<file path="src/rtl/view_frustum_box_culler_defines.svh">
// Assertion macros used by the view frustum box culler controller.
`ifndef VIEW_FRUSTUM_BOX_CULLER_DEFINES_SVH
`define VIEW_FRUSTUM_BOX_CULLER_DEFINES_SVH

// The consequent must hold in the same cycle as the antecedent.
`define VFBC_ASSERT_NOW(label, pre, post) \
	label: assert property (@(posedge clk) disable iff (!arst_n) (pre) |-> (post)) \
		else $error("vfbc: same-cycle check failed");

// The consequent must hold in the cycle after the antecedent.
`define VFBC_ASSERT_NEXT(label, pre, post) \
	label: assert property (@(posedge clk) disable iff (!arst_n) (pre) |=> (post)) \
		else $error("vfbc: next-cycle check failed");

`endif

</file>
<file path="src/rtl/vfbc_pkg.sv">
// Package with the types, constants and helpers of the view frustum box culler.
`timescale 1ns / 1ps

package vfbc_pkg;

	localparam int FRAC_BITS_DEF = 16;
	localparam int ACC_W         = 66;
	localparam int PLANES        = 6;
	localparam int SQRT_STEPS    = 32;

	typedef enum logic [1:0] {
		CMD_LOAD  = 2'd0,
		CMD_BUILD = 2'd1,
		CMD_TEST  = 2'd2,
		CMD_NOP   = 2'd3
	} cmd_t;

	typedef enum logic [3:0] {
		ST_IDLE,
		ST_LOAD,
		ST_MAT,
		ST_EXT,
		ST_SQ,
		ST_SQRT,
		ST_DIV,
		ST_ZERO,
		ST_TEST,
		ST_DONE
	} state_t;

	typedef enum logic [1:0] {
		MUL_MAT,
		MUL_SQ,
		MUL_TEST
	} mul_sel_t;

	typedef enum logic [1:0] {
		ACC_HOLD,
		ACC_SET,
		ACC_ADD,
		ACC_LOAD_D
	} acc_op_t;

	typedef struct packed {
		logic       capture;
		logic       sat_clr;
		logic       deg_clr;
		logic       deg_set;
		logic       vis_init;
		logic       load_wr;
		mul_sel_t   mul_sel;
		logic       mul_en;
		acc_op_t    acc_op;
		logic       clip_wr;
		logic       co_lat;
		logic       co_wr;
		logic       sqrt_start;
		logic       sqrt_step;
		logic       div_start;
		logic       div_step;
		logic       plane_wr;
		logic       plane_zero;
		logic       vis_check;
		logic       out_load;
		logic [3:0] elem;
		logic [2:0] plane;
		logic [1:0] sub;
	} dp_cmd_t;

	typedef struct packed {
		logic len_zero;
	} dp_status_t;

	// Column of the clip matrix that is combined with column 3 for a plane.
	function automatic logic [1:0] plane_row(input logic [2:0] p);
		return p[2:1];
	endfunction

	// Planes that add the selected column; the others subtract it.
	function automatic logic plane_adds(input logic [2:0] p);
		logic r;
		case (p) inside
			3'd1, 3'd2, 3'd5: r = 1'b1;
			default:          r = 1'b0;
		endcase
		return r;
	endfunction

endpackage

</file>
<file path="src/rtl/vfbc_ctrl.sv">
// Controller of the view frustum box culler: sequences loads, builds and box tests.
`timescale 1ns / 1ps
`include "view_frustum_box_culler_defines.svh"

module vfbc_ctrl #(
	parameter int FRAC_BITS = vfbc_pkg::FRAC_BITS_DEF
) (
	input  logic                 clk,
	input  logic                 arst_n,
	input  logic                 in_valid,
	output logic                 in_stall,
	input  logic [1:0]           cmd,
	output logic                 out_valid,
	input  logic                 out_stall,
	output vfbc_pkg::dp_cmd_t    ctl,
	input  vfbc_pkg::dp_status_t status
);

	localparam int DIV_STEPS = 32 + FRAC_BITS;
	localparam int ITER_W    = $clog2(DIV_STEPS + 2);

	vfbc_pkg::state_t state_q;
	vfbc_pkg::state_t state_d;
	logic [2:0]        step_q;
	logic [3:0]        elem_q;
	logic [2:0]        plane_q;
	logic [1:0]        sub_q;
	logic [ITER_W-1:0] iter_q;
	logic              out_valid_q;
	logic              last_plane;
	logic              div_last;

	assign last_plane = (plane_q == 3'(vfbc_pkg::PLANES - 1));
	assign div_last   = (iter_q == ITER_W'(DIV_STEPS + 1));

	always_comb begin
		state_d = state_q;
		unique case (state_q)
			vfbc_pkg::ST_IDLE: begin
				if (in_valid) begin
					unique case (vfbc_pkg::cmd_t'(cmd))
						vfbc_pkg::CMD_LOAD:  state_d = vfbc_pkg::ST_LOAD;
						vfbc_pkg::CMD_BUILD: state_d = vfbc_pkg::ST_MAT;
						vfbc_pkg::CMD_TEST:  state_d = vfbc_pkg::ST_TEST;
						default:             state_d = vfbc_pkg::ST_DONE;
					endcase
				end
			end
			vfbc_pkg::ST_LOAD: state_d = vfbc_pkg::ST_DONE;
			vfbc_pkg::ST_MAT: begin
				if (step_q == 3'd5 && elem_q == 4'd15) begin
					state_d = vfbc_pkg::ST_EXT;
				end
			end
			vfbc_pkg::ST_EXT: begin
				if (step_q == 3'd7) begin
					state_d = vfbc_pkg::ST_SQ;
				end
			end
			vfbc_pkg::ST_SQ: begin
				if (step_q == 3'd3) begin
					state_d = vfbc_pkg::ST_SQRT;
				end
			end
			vfbc_pkg::ST_SQRT: begin
				if (iter_q == ITER_W'(vfbc_pkg::SQRT_STEPS)) begin
					state_d = vfbc_pkg::ST_DIV;
				end
			end
			vfbc_pkg::ST_DIV: begin
				if (iter_q == '0 && status.len_zero) begin
					state_d = vfbc_pkg::ST_ZERO;
				end else if (div_last && sub_q == 2'd3) begin
					state_d = last_plane ? vfbc_pkg::ST_DONE : vfbc_pkg::ST_EXT;
				end
			end
			vfbc_pkg::ST_ZERO: begin
				if (sub_q == 2'd3) begin
					state_d = last_plane ? vfbc_pkg::ST_DONE : vfbc_pkg::ST_EXT;
				end
			end
			vfbc_pkg::ST_TEST: begin
				if (step_q == 3'd5 && last_plane) begin
					state_d = vfbc_pkg::ST_DONE;
				end
			end
			vfbc_pkg::ST_DONE: begin
				if (!out_valid_q || !out_stall) begin
					state_d = vfbc_pkg::ST_IDLE;
				end
			end
			default: state_d = vfbc_pkg::ST_IDLE;
		endcase
	end

	always_comb begin
		ctl      = '0;
		in_stall = 1'b1;
		unique case (state_q)
			vfbc_pkg::ST_IDLE: begin
				in_stall     = 1'b0;
				ctl.capture  = in_valid;
				ctl.sat_clr  = in_valid;
				ctl.deg_clr  = in_valid && (vfbc_pkg::cmd_t'(cmd) == vfbc_pkg::CMD_BUILD);
				ctl.vis_init = (vfbc_pkg::cmd_t'(cmd) == vfbc_pkg::CMD_TEST);
			end
			vfbc_pkg::ST_LOAD: ctl.load_wr = 1'b1;
			vfbc_pkg::ST_MAT: begin
				ctl.mul_sel = vfbc_pkg::MUL_MAT;
				ctl.elem    = elem_q;
				ctl.sub     = step_q[1:0];
				ctl.mul_en  = (step_q <= 3'd3);
				if (step_q == 3'd1) begin
					ctl.acc_op = vfbc_pkg::ACC_SET;
				end else if (step_q >= 3'd2 && step_q <= 3'd4) begin
					ctl.acc_op = vfbc_pkg::ACC_ADD;
				end
				ctl.clip_wr = (step_q == 3'd5);
			end
			vfbc_pkg::ST_EXT: begin
				ctl.plane  = plane_q;
				ctl.sub    = step_q[2:1];
				ctl.co_lat = !step_q[0];
				ctl.co_wr  = step_q[0];
			end
			vfbc_pkg::ST_SQ: begin
				ctl.mul_sel = vfbc_pkg::MUL_SQ;
				ctl.sub     = step_q[1:0];
				ctl.mul_en  = (step_q <= 3'd2);
				if (step_q == 3'd1) begin
					ctl.acc_op = vfbc_pkg::ACC_SET;
				end else if (step_q >= 3'd2) begin
					ctl.acc_op = vfbc_pkg::ACC_ADD;
				end
			end
			vfbc_pkg::ST_SQRT: begin
				ctl.sqrt_start = (iter_q == '0);
				ctl.sqrt_step  = (iter_q != '0);
			end
			vfbc_pkg::ST_DIV: begin
				ctl.plane = plane_q;
				ctl.sub   = sub_q;
				if (iter_q == '0) begin
					ctl.deg_set   = status.len_zero;
					ctl.div_start = !status.len_zero;
				end else if (div_last) begin
					ctl.plane_wr = 1'b1;
				end else begin
					ctl.div_step = 1'b1;
				end
			end
			vfbc_pkg::ST_ZERO: begin
				ctl.plane      = plane_q;
				ctl.sub        = sub_q;
				ctl.plane_wr   = 1'b1;
				ctl.plane_zero = 1'b1;
			end
			vfbc_pkg::ST_TEST: begin
				ctl.plane   = plane_q;
				ctl.mul_sel = vfbc_pkg::MUL_TEST;
				if (step_q == 3'd0) begin
					// The offset term is read first so the plane table has one read per cycle.
					ctl.sub    = 2'd3;
					ctl.acc_op = vfbc_pkg::ACC_LOAD_D;
				end else begin
					ctl.sub = 2'(step_q - 3'd1);
				end
				ctl.mul_en = (step_q >= 3'd1 && step_q <= 3'd3);
				if (step_q >= 3'd2 && step_q <= 3'd4) begin
					ctl.acc_op = vfbc_pkg::ACC_ADD;
				end
				ctl.vis_check = (step_q == 3'd5);
			end
			vfbc_pkg::ST_DONE: ctl.out_load = !out_valid_q || !out_stall;
			default: in_stall = 1'b1;
		endcase
	end

	always_ff @(posedge clk or negedge arst_n) begin
		if (!arst_n) begin
			state_q     <= vfbc_pkg::ST_IDLE;
			step_q      <= '0;
			elem_q      <= '0;
			plane_q     <= '0;
			sub_q       <= '0;
			iter_q      <= '0;
			out_valid_q <= 1'b0;
		end else begin
			state_q <= state_d;
			if (ctl.out_load) begin
				out_valid_q <= 1'b1;
			end else if (!out_stall) begin
				out_valid_q <= 1'b0;
			end
			case (state_q)
				vfbc_pkg::ST_IDLE: begin
					step_q  <= '0;
					elem_q  <= '0;
					plane_q <= '0;
					sub_q   <= '0;
					iter_q  <= '0;
				end
				vfbc_pkg::ST_MAT: begin
					if (step_q == 3'd5) begin
						step_q <= '0;
						elem_q <= elem_q + 4'd1;
					end else begin
						step_q <= step_q + 3'd1;
					end
				end
				vfbc_pkg::ST_EXT: step_q <= step_q + 3'd1;
				vfbc_pkg::ST_SQ: begin
					if (step_q == 3'd3) begin
						step_q <= '0;
						iter_q <= '0;
					end else begin
						step_q <= step_q + 3'd1;
					end
				end
				vfbc_pkg::ST_SQRT: begin
					if (iter_q == ITER_W'(vfbc_pkg::SQRT_STEPS)) begin
						iter_q <= '0;
						sub_q  <= '0;
					end else begin
						iter_q <= iter_q + ITER_W'(1);
					end
				end
				vfbc_pkg::ST_DIV: begin
					if (iter_q == '0 && status.len_zero) begin
						iter_q <= '0;
					end else if (div_last) begin
						iter_q <= '0;
						sub_q  <= sub_q + 2'd1;
						if (sub_q == 2'd3) begin
							plane_q <= plane_q + 3'd1;
							step_q  <= '0;
						end
					end else begin
						iter_q <= iter_q + ITER_W'(1);
					end
				end
				vfbc_pkg::ST_ZERO: begin
					sub_q <= sub_q + 2'd1;
					if (sub_q == 2'd3) begin
						plane_q <= plane_q + 3'd1;
						step_q  <= '0;
					end
				end
				vfbc_pkg::ST_TEST: begin
					if (step_q == 3'd5) begin
						step_q  <= '0;
						plane_q <= plane_q + 3'd1;
					end else begin
						step_q <= step_q + 3'd1;
					end
				end
				default: step_q <= step_q;
			endcase
		end
	end

	assign out_valid = out_valid_q;

	`VFBC_ASSERT_NEXT(a_accept_then_busy, in_valid && !in_stall, in_stall)
	`VFBC_ASSERT_NEXT(a_load_shows_result, ctl.out_load, out_valid)
	`VFBC_ASSERT_NOW(a_load_slot_free, ctl.out_load, !out_valid_q || !out_stall)
	`VFBC_ASSERT_NOW(a_test_plane_range, state_q == vfbc_pkg::ST_TEST, !(plane_q > 3'd5))
	`VFBC_ASSERT_NOW(a_div_iter_range, state_q == vfbc_pkg::ST_DIV, !(iter_q > ITER_W'(DIV_STEPS + 1)))

endmodule

</file>
<file path="config.mk">
export PLATFORM = sky130hd
export DESIGN_NAME = vfbc_ctrl
export DESIGN_NICKNAME = d
export VERILOG_FILES = /design/src/rtl/vfbc_pkg.sv /design/src/rtl/vfbc_ctrl.sv
export VERILOG_INCLUDE_DIRS = /design/src /design/src/rtl
export SDC_FILE = /design/constraint.sdc
export NUM_CORES = 1
export LEC_CHECK = 0
export ABC_CLOCK_PERIOD_IN_PS = 3400
export BUFFER_PORTS_ARGS = -buffer_cell sky130_fd_sc_hd__buf_2
export CORE_MARGIN = 3
export CORE_UTILIZATION = 57
export DETAILED_ROUTE_END_ITERATION = 10
export PLACE_DENSITY_LB_ADDON = 0.15
export SLEW_MARGIN = 0
export SYNTH_ARGS = -nofsm -noshare
export SYNTH_HDL_FRONTEND = slang
export SYNTH_SLANG_ARGS = --single-unit
</file>
<file path="constraint.sdc">
create_clock -name clk -period 3.4 [get_ports clk]
set_clock_uncertainty 0.1 [all_clocks]
set_input_delay 0 -clock clk [delete_from_list [all_inputs] [get_ports clk]]
set_output_delay 0 -clock clk [all_outputs]
set_load 0.05 [all_outputs]
</file>
== After elaboration in Yosys (flattened, before gate mapping) ==
Index checks and enable logic that the tools add are counted.

* Flip-flop bits (word level): 23
* Bits of input ports: 7
* Output and inout port bits: 33
* Logic and storage cells: 150

* $add $sub $neg: 6
* Magnitude comparators: 5
* Equality and inequality tests: 34
* Multiplexer cells: 66
* Reductions and logical operators: 32

{| class="wikitable"
|+ Operators by type and width
! kind !! number
|-
| 2-to-1 mux 4 bit || 13
|-
| case mux 4 bit (10 select lines) || 1
|-
| 2-to-1 mux 3 bit || 11
|-
| 2-to-1 mux 2 bit || 14
|-
| 2-to-1 mux 6 bit || 4
|-
| inequality test 2 bit (second input constant) || 12
|-
| case mux 6 bit (4 select lines) || 1
|-
| case mux 3 bit (6 select lines) || 1
|-
| == test 4 x 3 -> 1 bit (second input constant) || 4
|-
| case mux 2 bit (4 select lines) || 2
|-
| case mux 5 bit (3 select lines) || 1
|-
| 2-to-1 mux 1 bit || 14
|-
| == test 4 bit (second input constant) || 3
|-
| == test 6 bit (second input constant) || 2
|-
| case mux 3 bit (4 select lines) || 1
|-
| case mux 4 bit (3 select lines) || 1
|-
| nonzero test 4 bit || 3
|-
| nonzero test 6 bit || 2
|-
| == test 3 bit (second input constant) || 3
|-
| AND reduction 9 bit || 1
|-
| == test 4 x 2 -> 1 bit (second input constant) || 2
|-
| case mux 4 bit (2 select lines) || 1
|-
| AND reduction 4 bit || 2
|-
| logical AND 1 bit || 7
|-
| other kinds (28) || 37
|}

== Depth between registers and ports, before layout ==
Gate-level depths: netlist (run 1).

* Depth after elaboration: 5
* Depth in mapped cells: 9
* Gate-level depth less buffers: 7

== Worst setup path before layout (run 1) ==
OpenSTA, ideal clock, no wires.

* Path kind: register -> output
* Start point: register state_q[1]
* End point: output port ctl[22] in the netlist's numbering
* Arrival: 2365 ps
* Required time: 3300 ps
* Path slack: 935 ps
* Cell stages (with the launch flop): 7
* Path through: dfrtp_1 buf_4 nor2_2 and3_1 o21ai_0 a21o_1 a21oi_1

{| class="wikitable"
|+ RTL lines
! element !! line !! source
|-
| from (decl) || vfbc_ctrl.sv:22 || <nowiki>vfbc_pkg::state_t state_q;</nowiki>
|-
| from (signal assigned) || vfbc_ctrl.sv:181 || <nowiki>state_q <= vfbc_pkg::ST_IDLE;</nowiki>
|-
| from (signal assigned) || vfbc_ctrl.sv:189 || <nowiki>state_q <= state_d;</nowiki>
|-
| to (decl) || vfbc_ctrl.sv:15 || <nowiki>output vfbc_pkg::dp_cmd_t ctl,</nowiki>
|}

==> results.sh, run 1 <==
export IMPL_status="finished, final reports clean"
export IMPL_hold_class="in -> async"
export IMPL_cap_violations=0
export IMPL_die_area_mm2=0.00444
export IMPL_path_class="reg -> out"
export IMPL_wl_per_cell_um=15.3
export IMPL_postSynth_asyncResetShare_pct=100
export IMPL_diodes=0
export IMPL_cts_sinks=23
export IMPL_fillers=312
export IMPL_synth_seq_area_share_pct=27.5
export IMPL_path_cells="nor2_1 > a21boi_1 > o21ai_1 > a21o_1 > a21oi_1 > buf_2"
export IMPL_final_nets=307
export IMPL_p_sw_w=0.00114
export IMPL_start_util_pct=60.8
export IMPL_synth_ff_type="dfrtp_1"
export IMPL_via_count=1993
export IMPL_slew_headroom_pct=41.4
export IMPL_cp_end_kind="output pin"
export IMPL_place_congestion=0.893
export IMPL_floorplan_rows=21
export IMPL_syn_num_nets=274
export IMPL_antenna_found_initial=0
export IMPL_syn2layout_area_growth_pct=11.7
export IMPL_grt_pass1_vias=1776
export IMPL_power_w=0.00202
export IMPL_seqPwrFrac_pct=26.8
export IMPL_clock_path_buffers=2
export IMPL_cts_buffers_inserted=3
export IMPL_syn_instance_count=250
export IMPL_tns_ps=0
export IMPL_die_height_um=66.6
export IMPL_cts_tree="built"
export IMPL_clkPwrFrac_pct=8.9
export IMPL_grt_setup_unrepaired="false"
export IMPL_first_pass_iters=4
export IMPL_p_per_area_mw_per_mm2=864
export IMPL_slew_viol_final=0
export IMPL_ant_nets=0
export IMPL_p_sw_share_pct=56.4
export IMPL_clkTransAtPathRegs_ps=90
export IMPL_final_layout_size_suffix_gt1_share_pct=21.3
export IMPL_hold_viol=0
export IMPL_cp_slowest_stage_delay_ps=710
export IMPL_io_pin_count=40
export IMPL_synth_edff_count=0
export IMPL_drt_iter0_markers=180
export IMPL_grt_max_degree=26
export IMPL_synthDistinctLibCells=55
export IMPL_syn_cell_area_mm2=0.00209
export IMPL_portBuffers=39
export IMPL_vdd_drop_max_v=0.000428
export IMPL_grt_ovfl_total=0
export IMPL_critPathLaunchType="register"
export IMPL_clk_latency_ps=280
export IMPL_fp_dieW_um=66.6
export IMPL_cts_setup_buffers=0
export IMPL_post_route_period_util_pct=73.6
export IMPL_cp_max_fo=25
export IMPL_vias_per_cell=6.08
export IMPL_coreArea_mm2=0.00344
export IMPL_cp_slowest_cell="dfrtp_1"
export IMPL_wl_um=5020
export IMPL_timing_fmax_mhz=400
export IMPL_setup_viol=0
export IMPL_grt_pass1_wl_um=8280
export IMPL_fin_crit_ps=2500
export IMPL_leakage_nw=1.15
export IMPL_htreeDepth=1
export IMPL_crit_family="compound AO/OA/AOI/OAI gates"
export IMPL_yosysWarnings=0
export IMPL_ys_ff_latch=23
export IMPL_drc=0
export IMPL_grtUsageTotal_pct=24.1
export IMPL_worst_pin_slew_ps=880
export IMPL_post_dp_hpwl_um=3800
export IMPL_syn_avg_cell_area_um2=8.37
export IMPL_cts_root_buffer="clkbuf_8"
export IMPL_internal_power_w=0.000881
export IMPL_crit_arrival_ps=2400
export IMPL_crit_buf_inv=1
export IMPL_combPwrFrac_pct=64.3
export IMPL_worst_endpoint_required_ps=3300
[worst register-to-register path: cells and delay by family (launching register included)]
kind	cells	cell delay [ps]
muxes	2	610
AOI/OAI and AO/OA	2	550
and+or+nand+nor	1	130
DFF	1	930
[routing by layer]
metal	up-vias	share of wire, %	GRT usage [%]
li1	977	-	-
met1	923	45	34.8
met2	86	46	36.4
met3	7	7.9	3.88
met4	0	1.1	8.12
met5	-	0	0
[cell families after synthesis]
family | after synthesis | synth area share (%)
AOI/OAI and AO/OA | 73 | 24.3
xor gates and xnor gates | 4 | 1.67
adders and majority gates | 17 | 10.2
buffers and inverters | 28 | 6.22
DFF | 23 | 27.5
muxes | 6 | 3.59
and+or+nand+nor | 99 | 26.6
[flip-flops by register name, indices dropped and copies added, names as in the netlist]
register   cells
plane_q        3
state_q        4
step_q         3
iter_q         6
elem_q         4
out_valid      1
sub_q          2
[Yosys cell counts, drive strengths merged (3+ instances only)]
| cell | count | area, um^2 |
|---|---|---|
| dfrtp | 23 | 576 |
| nand2 | 23 | 86.3 |
| nor2 | 20 | 80.1 |
| o21ai | 20 | 100 |
| a21oi | 18 | 90.1 |
| ha | 17 | 213 |
| inv | 15 | 56.3 |
| buf | 11 | 66.3 |
| and2 | 10 | 62.6 |
| nand3 | 10 | 62.6 |
| and3 | 8 | 50.1 |
| a31oi | 7 | 43.8 |
| nand2b | 5 | 31.3 |
| nor4 | 5 | 37.5 |
| mux2 | 3 | 45.0 |
| mux2i | 3 | 30.0 |
| nor2b | 3 | 18.8 |
| nor3 | 3 | 15.0 |
| xor2 | 3 | 26.3 |
[path summary, 6_finish.rpt]
path | slack [ps] | endpoint | startpoint | cells past startpoint
min in group clk | 210 | state_q[2] | status | 5
max reg2reg | 980 | state_q[1] | state_q[2] | 5
min reg2reg | 440 | plane_q[1] | plane_q[1] | 2
max in group asynchronous | 2730 | elem_q[2] | arst_n | 2
min | 120 | iter_q[2] | arst_n | 2
max | 900 | ctl[22] | state_q[2] | 6
[per-stage QoR]
stage                     setup slack (ps)  area (um^2)  utilization [%]  hold slack (ps)  cells
final                                  898         2340             67.9              125    328
after global routing                   670         2340             67.9              166    328
after CTS                              935         2340             67.9              146    328
after detailed placement              1010         2270             66.0            -95.9    322
after global placement                1050         2270             66.0            -90.7    322
after floorplan                        935         2090                -             -396    250
[cells in the final DEF, fill, tap and decap left out, drive strengths merged, types with 3 or more instances in the layout]
| master | n |
|---|---|
| xor2 | 3 |
| and2 | 10 |
| ha | 17 |
| nor4 | 5 |
| nand3 | 10 |
| buf | 39 |
| nor2 | 20 |
| nor3 | 3 |
| and3 | 8 |
| inv | 15 |
| clkbuf | 3 |
| mux2i | 3 |
| o21ai | 20 |
| dfrtp | 23 |
| a21oi | 18 |
| nand2 | 23 |
| a31oi | 7 |
| nor2b | 3 |
| nand2b | 5 |
| mux2 | 3 |
[power by group through the flow]
stage	combinational [W]	sequential [W]	clock, W
after floorplan	0.00113	0.000440	0
after global placement	0.00126	0.000541	0
after detailed placement	0.00129	0.000543	0
after CTS	0.00129	0.000536	0.000181
after global routing	0.00141	0.000566	0.000191
final	0.00130	0.000542	0.000179
[final cells by class]
class | instances | area [um^2] | share of cell area, %
Clock inverter | 1 | 5.00 | 0.214
Sequential cell | 23 | 576 | 24.6
Tap cell | 46 | 57.6 | 2.46
Timing Repair Buffer | 41 | 215 | 9.20
Inverter | 15 | 56.3 | 2.41
Multi-Input combinational cell | 199 | 1390 | 59.3
Clock buffer | 3 | 41.3 | 1.77
[what timing repair did]
item / CTS / global route
resized for setup: 0 / 0
hold buffers: 2 / 0
endpoints found under the hold margin: 24 / 0
endpoints found under the setup margin: 0 / 0
(Power assumes the default switching activity.)
==> run 2, diff against run 1 <==
- ABC_CLOCK_PERIOD_IN_PS: 3400 -> 2200
- CORE_UTILIZATION: 57 -> 50
- clock period: 3.4 -> 2.2 ns (I/O delays scaled with it)
==> run 2 against run 1 <==
  * First-iteration DRC count shrank 16%
  * Count of clock-buffer cells in the layout is the same
  * Die area grew 13%
  * Wire length grew 14%
  * Critical endpoint unchanged
  * Global-route usage shrank 0.54 points
  * Critical path type unchanged
  * Register-to-register slack lost 880 ps
  * Total power grew 73%
==> results.sh, run 2 (synthesis results as in run 1) <==
export IMPL_hold_start="status"
export IMPL_p_per_area_mw_per_mm2=1350
export IMPL_clk_latency_ps=270
export IMPL_wl_um=5750
export IMPL_worstReg2RegStart="step_q[1]"
export IMPL_reg2regPathDepth=7
export IMPL_cap_violations=0
export IMPL_grt_pass1_vias=1969
export IMPL_post_route_period_util_pct=95.6
export IMPL_via_count=2073
export IMPL_clkTransAtPathRegs_ps=90
export IMPL_grt_util_met2_pct=39.2
export IMPL_grt_max_degree=24
export IMPL_cp_end_kind="output pin"
export IMPL_start_util_pct=54.3
export IMPL_timing_fmax_mhz=475
export IMPL_busiest_layer="met2"
export IMPL_holdPathEnd="state_q[2]"
export IMPL_power_w=0.00350
export IMPL_final_layout_size_suffix_gt1_share_pct=31.4
export IMPL_drt_iter0_markers=151
export IMPL_reg2reg_slack_ps=100
export IMPL_r2r_end="state_q[1]"
export IMPL_crit_arrival_ps=2000
export IMPL_stdcell_count=357
export IMPL_cts_buffers_inserted=3
export IMPL_ant_nets=0
export IMPL_htreeDepth=1
export IMPL_placed_cells=347
export IMPL_io_pin_count=40
export IMPL_fp_dieW_um=70.7
export IMPL_hold_class="in -> reg"
export IMPL_syn2layout_area_growth_pct=24.3
export IMPL_slew_viol_final=0
export IMPL_vias_per_cell=5.81
export IMPL_final_common_cell="buf_2"
export IMPL_leakage_nw=1.28
export IMPL_largestRegisters="iter_q: 6 flops, elem_q: 4 flops, state_q: 4 flops"
export IMPL_placed_area_mm2=0.00245
export IMPL_cts_tree="built"
export IMPL_path_class="reg -> out"
export IMPL_place_congestion=0.923
export IMPL_drc=0
export IMPL_cts_root_buffer="clkbuf_8"
export IMPL_grtUsageTotal_pct=23.6
export IMPL_coreArea_mm2=0.00385
export IMPL_floorplan_rows=22
export IMPL_worst_pin_slew_ps=549
export IMPL_vdd_drop_max_v=0.000604
export IMPL_die_height_um=70.7
export IMPL_largest_reg_flops=6
export IMPL_grt_pass1_wl_um=9540
export IMPL_slew_headroom_pct=63.4
export IMPL_diodes=0
export IMPL_clock_path_buffers=2
export IMPL_die_area_mm2=0.00500
export IMPL_final_seq_area_um2=582
export IMPL_final_nets=334
export IMPL_hold_viol=0
export IMPL_fin_area_mm2=0.00260
export IMPL_grt_setup_unrepaired="false"
export IMPL_antenna_found_initial=0
export IMPL_critPathLaunchType="register"
export IMPL_cp_max_fo=12
export IMPL_regMostFlops="iter_q"
export IMPL_final_cell_mix="buf_2 (35), buf_4 (27), nand2_1 (23)"
export IMPL_first_pass_iters=5
export IMPL_portBuffers=39
export IMPL_multi_input_comb_area_mm2=0.00143
export IMPL_grtUsageMet1_pct=31.8
export IMPL_worst_endpoint_required_ps=2100
export IMPL_wl_per_cell_um=16.1
export IMPL_whs_path_depth=5
export IMPL_setup_viol=0
export IMPL_status="finished, final reports clean"
export IMPL_post_dp_hpwl_um=4490
export IMPL_grtUsageMet3_pct=4.40
export IMPL_fillers=332
export IMPL_fin_crit_ps=2100
export IMPL_grt_ovfl_total=0
export IMPL_cts_sinks=23
==> run 2: cell types whose count changed in the layout (fill, tap and decap cells not counted), sizes merged <==
cell and delta:
buf +23, clkbuf +4
==> run 2: worst max-delay path by stage <==
| stage | slack, ps | from | end |
|---|---|---|---|
| global placement | 110 | step_q[1] | state_q[1] |
| detailed placement | 50 | step_q[1] | state_q[1] |
| global route | 3 | iter_q[0] | state_q[0] |
| finish | 100 | state_q[3] | ctl[22] |
| CTS | 20 | state_q[2] | ctl[22] |
| floorplan | -260 | state_q[2] | ctl[17] |
==> run 2: per-layer routing <==
metal | vias to the layer above | wire length [um]
li1 | 1026 | -
met1 | 958 | 2550
met2 | 81 | 2740
met3 | 8 | 381
met4 | 0 | 68
met5 | - | 0
==> run 2: critical path, cell delays in order (launching register included) <==
cell	delay [ps]
dfrtp_2	520
buf_4	210
inv_2	170
and3_4	230
o21ai_0	80
a21o_1	170
a21oi_2	100
clkbuf_4	230
==> run 2: cell type report <==
class	count	share of cell area, %
Multi-Input combinational cell	199	55.0
Sequential cell	23	22.4
Timing Repair Buffer	68	16.4
Tap cell	48	2.31
Inverter	15	2.16
Clock buffer	3	1.59
Clock inverter	1	0.192
==> run 2: through the flow <==
stage                     setup WS (ps)  TNS (ps)  utilization [%]  hold slack [ps]
after CTS                          15.5         0             65.4              152
final                              96.4         0             67.5              110
after global routing               3.33         0             67.5              160
after global placement              109         0             63.6            -84.3
after floorplan                    -260      -525                -             -396
after detailed placement           52.8         0             63.6            -84.1
==> run 2: repair_timing <==
action | 4_1_cts | 5_1_grt
endpoints found under the setup margin | 3 | 8
buffers inserted | 0 | 4
endpoints found under the hold margin | 24 | 0
cloned | 0 | 0
pin swaps | 1 | 2
hold buffers | 2 | 0
gates resized for setup | 2 | 15
==> run 2: where the power goes <==
| part | switching [W] | internal [W] |
|---|---|---|
| registers | 0.000192 | 0.000534 |
| clock network | 0.000151 | 0.000127 |
| logic | 0.00155 | 0.000948 |
==> run 3, diff against run 2 <==
- CORE_MARGIN: 3 -> unset
==> run 3 against run 2 <==
  * Final area fell by 2.4%
  * First-iteration DRC count rose by 9.9%
  * Utilization fell by 4.0 points
  * Critical path type unchanged
  * Via count fell by 0.58%
  * Critical path depth fell by 2
  * Count of clock-buffer cells in the layout rose by 1
  * Sequential power fell by 3.7%
  * Highest routed layer unchanged
  * Largest power group unchanged
  * Worst setup slack got worse by 35 ps
==> results.sh, run 3 (synthesis results as in run 1) <==
export IMPL_path_class="reg -> out"
export IMPL_worst_pin_slew_ps=568
export IMPL_power_w=0.00340
export IMPL_htreeDepth=1
export IMPL_via_count=2061
export IMPL_cts_buffers_inserted=3
export IMPL_io_pin_count=40
export IMPL_slew_viol_final=0
export IMPL_vias_per_cell=5.87
export IMPL_portBuffers=39
export IMPL_diodes=0
export IMPL_die_area_mm2=0.00445
export IMPL_ant_nets=0
export IMPL_timing_fmax_mhz=468
export IMPL_grtUsageTotal_pct=27.1
export IMPL_drt_iter0_markers=166
export IMPL_cp_end_kind="output pin"
export IMPL_start_util_pct=52.3
export IMPL_cts_root_buffer="clkbuf_8"
export IMPL_seqPwrFrac_pct=20.5
export IMPL_vdd_drop_max_v=0.000648
export IMPL_setup_viol=0
export IMPL_grt_pass1_vias=1900
export IMPL_top_layer_used="met4"
export IMPL_met1_length_um=2510
export IMPL_internal_power_w=0.00156
export IMPL_final_nets=326
export IMPL_p_per_area_mw_per_mm2=1340
export IMPL_largestRegisters="iter_q: 6 flops, elem_q: 4 flops, state_q: 4 flops"
export IMPL_fin_util_pct=63.5
export IMPL_wl_per_cell_um=15.7
export IMPL_grt_ovfl_total=0
export IMPL_cts_setup_buffers=0
export IMPL_first_pass_iters=6
export IMPL_p_sw_w=0.00184
export IMPL_leakage_nw=1.25
export IMPL_wl_met2_um=2600
export IMPL_antenna_found_initial=0
export IMPL_hold_ws_ps=130
export IMPL_clkPwrFrac_pct=8.3
export IMPL_fp_dieW_um=66.7
export IMPL_post_dp_hpwl_um=4140
export IMPL_placed_cells=345
export IMPL_post_route_period_util_pct=97.2
export IMPL_fin_crit_ps=2140
export IMPL_final_common_cell="buf_2"
export IMPL_fin_area_mm2=0.00254
export IMPL_hold_viol=0
export IMPL_syn2layout_area_growth_pct=21.3
export IMPL_wl_met3_um=290
export IMPL_cts_tree="built"
export IMPL_wl_um=5510
export IMPL_placed_area_mm2=0.00244
export IMPL_crit_arrival_ps=2040
export IMPL_clk_latency_ps=280
export IMPL_largest_reg_flops=6
export IMPL_grt_pass1_wl_um=9160
export IMPL_regMostFlops="iter_q"
export IMPL_cts_sinks=23
export IMPL_clkTransAtPathRegs_ps=90
export IMPL_drc=0
export IMPL_status="finished, final reports clean"
export IMPL_coreArea_mm2=0.00400
export IMPL_slew_headroom_pct=62.1
export IMPL_combPwrFrac_pct=71.2
export IMPL_floorplan_rows=23
export IMPL_p_sw_share_pct=54.1
export IMPL_die_height_um=66.7
export IMPL_cap_violations=0
export IMPL_clock_path_buffers=2
export IMPL_place_congestion=0.938
export IMPL_grt_max_degree=25
export IMPL_cp_max_fo=10
export IMPL_critPathLaunchType="register"
export IMPL_final_cell_mix="buf_2 (38), nand2_1 (23), dfrtp_1 (21)"
export IMPL_stdcell_count=351
export IMPL_final_layout_size_suffix_gt1_share_pct=28.6
export IMPL_worst_endpoint_required_ps=2100
export IMPL_hold_class="in -> reg"
-- run 3: cell count changes in the layout (fill, tap and decap cells not counted), sizes merged --
cell,change
buf,-5
clkbuf,-2
clkinv,-1
-- run 3: power groups by stage --
stage	clock [W]	combinational, W	sequential [W]
2_1_floorplan	0	0.00176	0.000680
3_3_place_gp	0	0.00234	0.000682
3_5_place_dp	0	0.00235	0.000690
4_1_cts	0.000294	0.00237	0.000684
5_1_grt	0.000310	0.00264	0.000713
6_report	0.000281	0.00242	0.000698
-- run 3: worst paths after layout --
path	depth (start not counted)	slack (ps)	startpoint	endpoint
max	5	60	state_q[1]	ctl[3]
min	5	130	status	state_q[2]
max reg2reg	7	110	step_q[1]	state_q[0]
min reg2reg	1	440	sub_q[0]	sub_q[0]
max in group asynchronous	2	1450	arst_n	state_q[2]
min in group asynchronous	2	140	arst_n	state_q[3]
-- run 3: metal layers --
layer,global-route usage (%),vias up
li1,-,1005
met1,37.3,975
met2,43.2,70
met3,3.42,11
met4,9.31,0
met5,0,-
-- run 3: repair_timing --
| action | 4_1_cts | 5_1_grt |
|---|---|---|
| hold buffers | 2 | 0 |
| resized for setup | 2 | 8 |
| endpoints found under the setup margin | 2 | 11 |
| cloned | 0 | 0 |
| endpoints found under the hold margin | 24 | 0 |
-- run 3: worst max-delay path: stages, from the launching register on --
cell     delay (ps)
dfrtp_1         540
nor2_2          280
nand3_1         240
o21ai_0         250
and2_1          190
buf_2           260
-- run 3: final cells by class --
| type | instances | area, um^2 |
|---|---|---|
| fill | 350 | 1460 |
| multi-input combinational | 199 | 1430 |
| sequential | 23 | 578 |
| timing repair buffer | 60 | 373 |
| tap | 50 | 62.6 |
| inverter | 15 | 56.3 |
| clock buffer | 4 | 45.0 |
-- run 3: metrics by stage --
stage	worst slack [ps]	TNS (ps)
finish	61.1	0
global route	-19.8	-60.1
CTS	44.8	0
detailed placement	60.1	0
global placement	131	0
floorplan	-260	-525
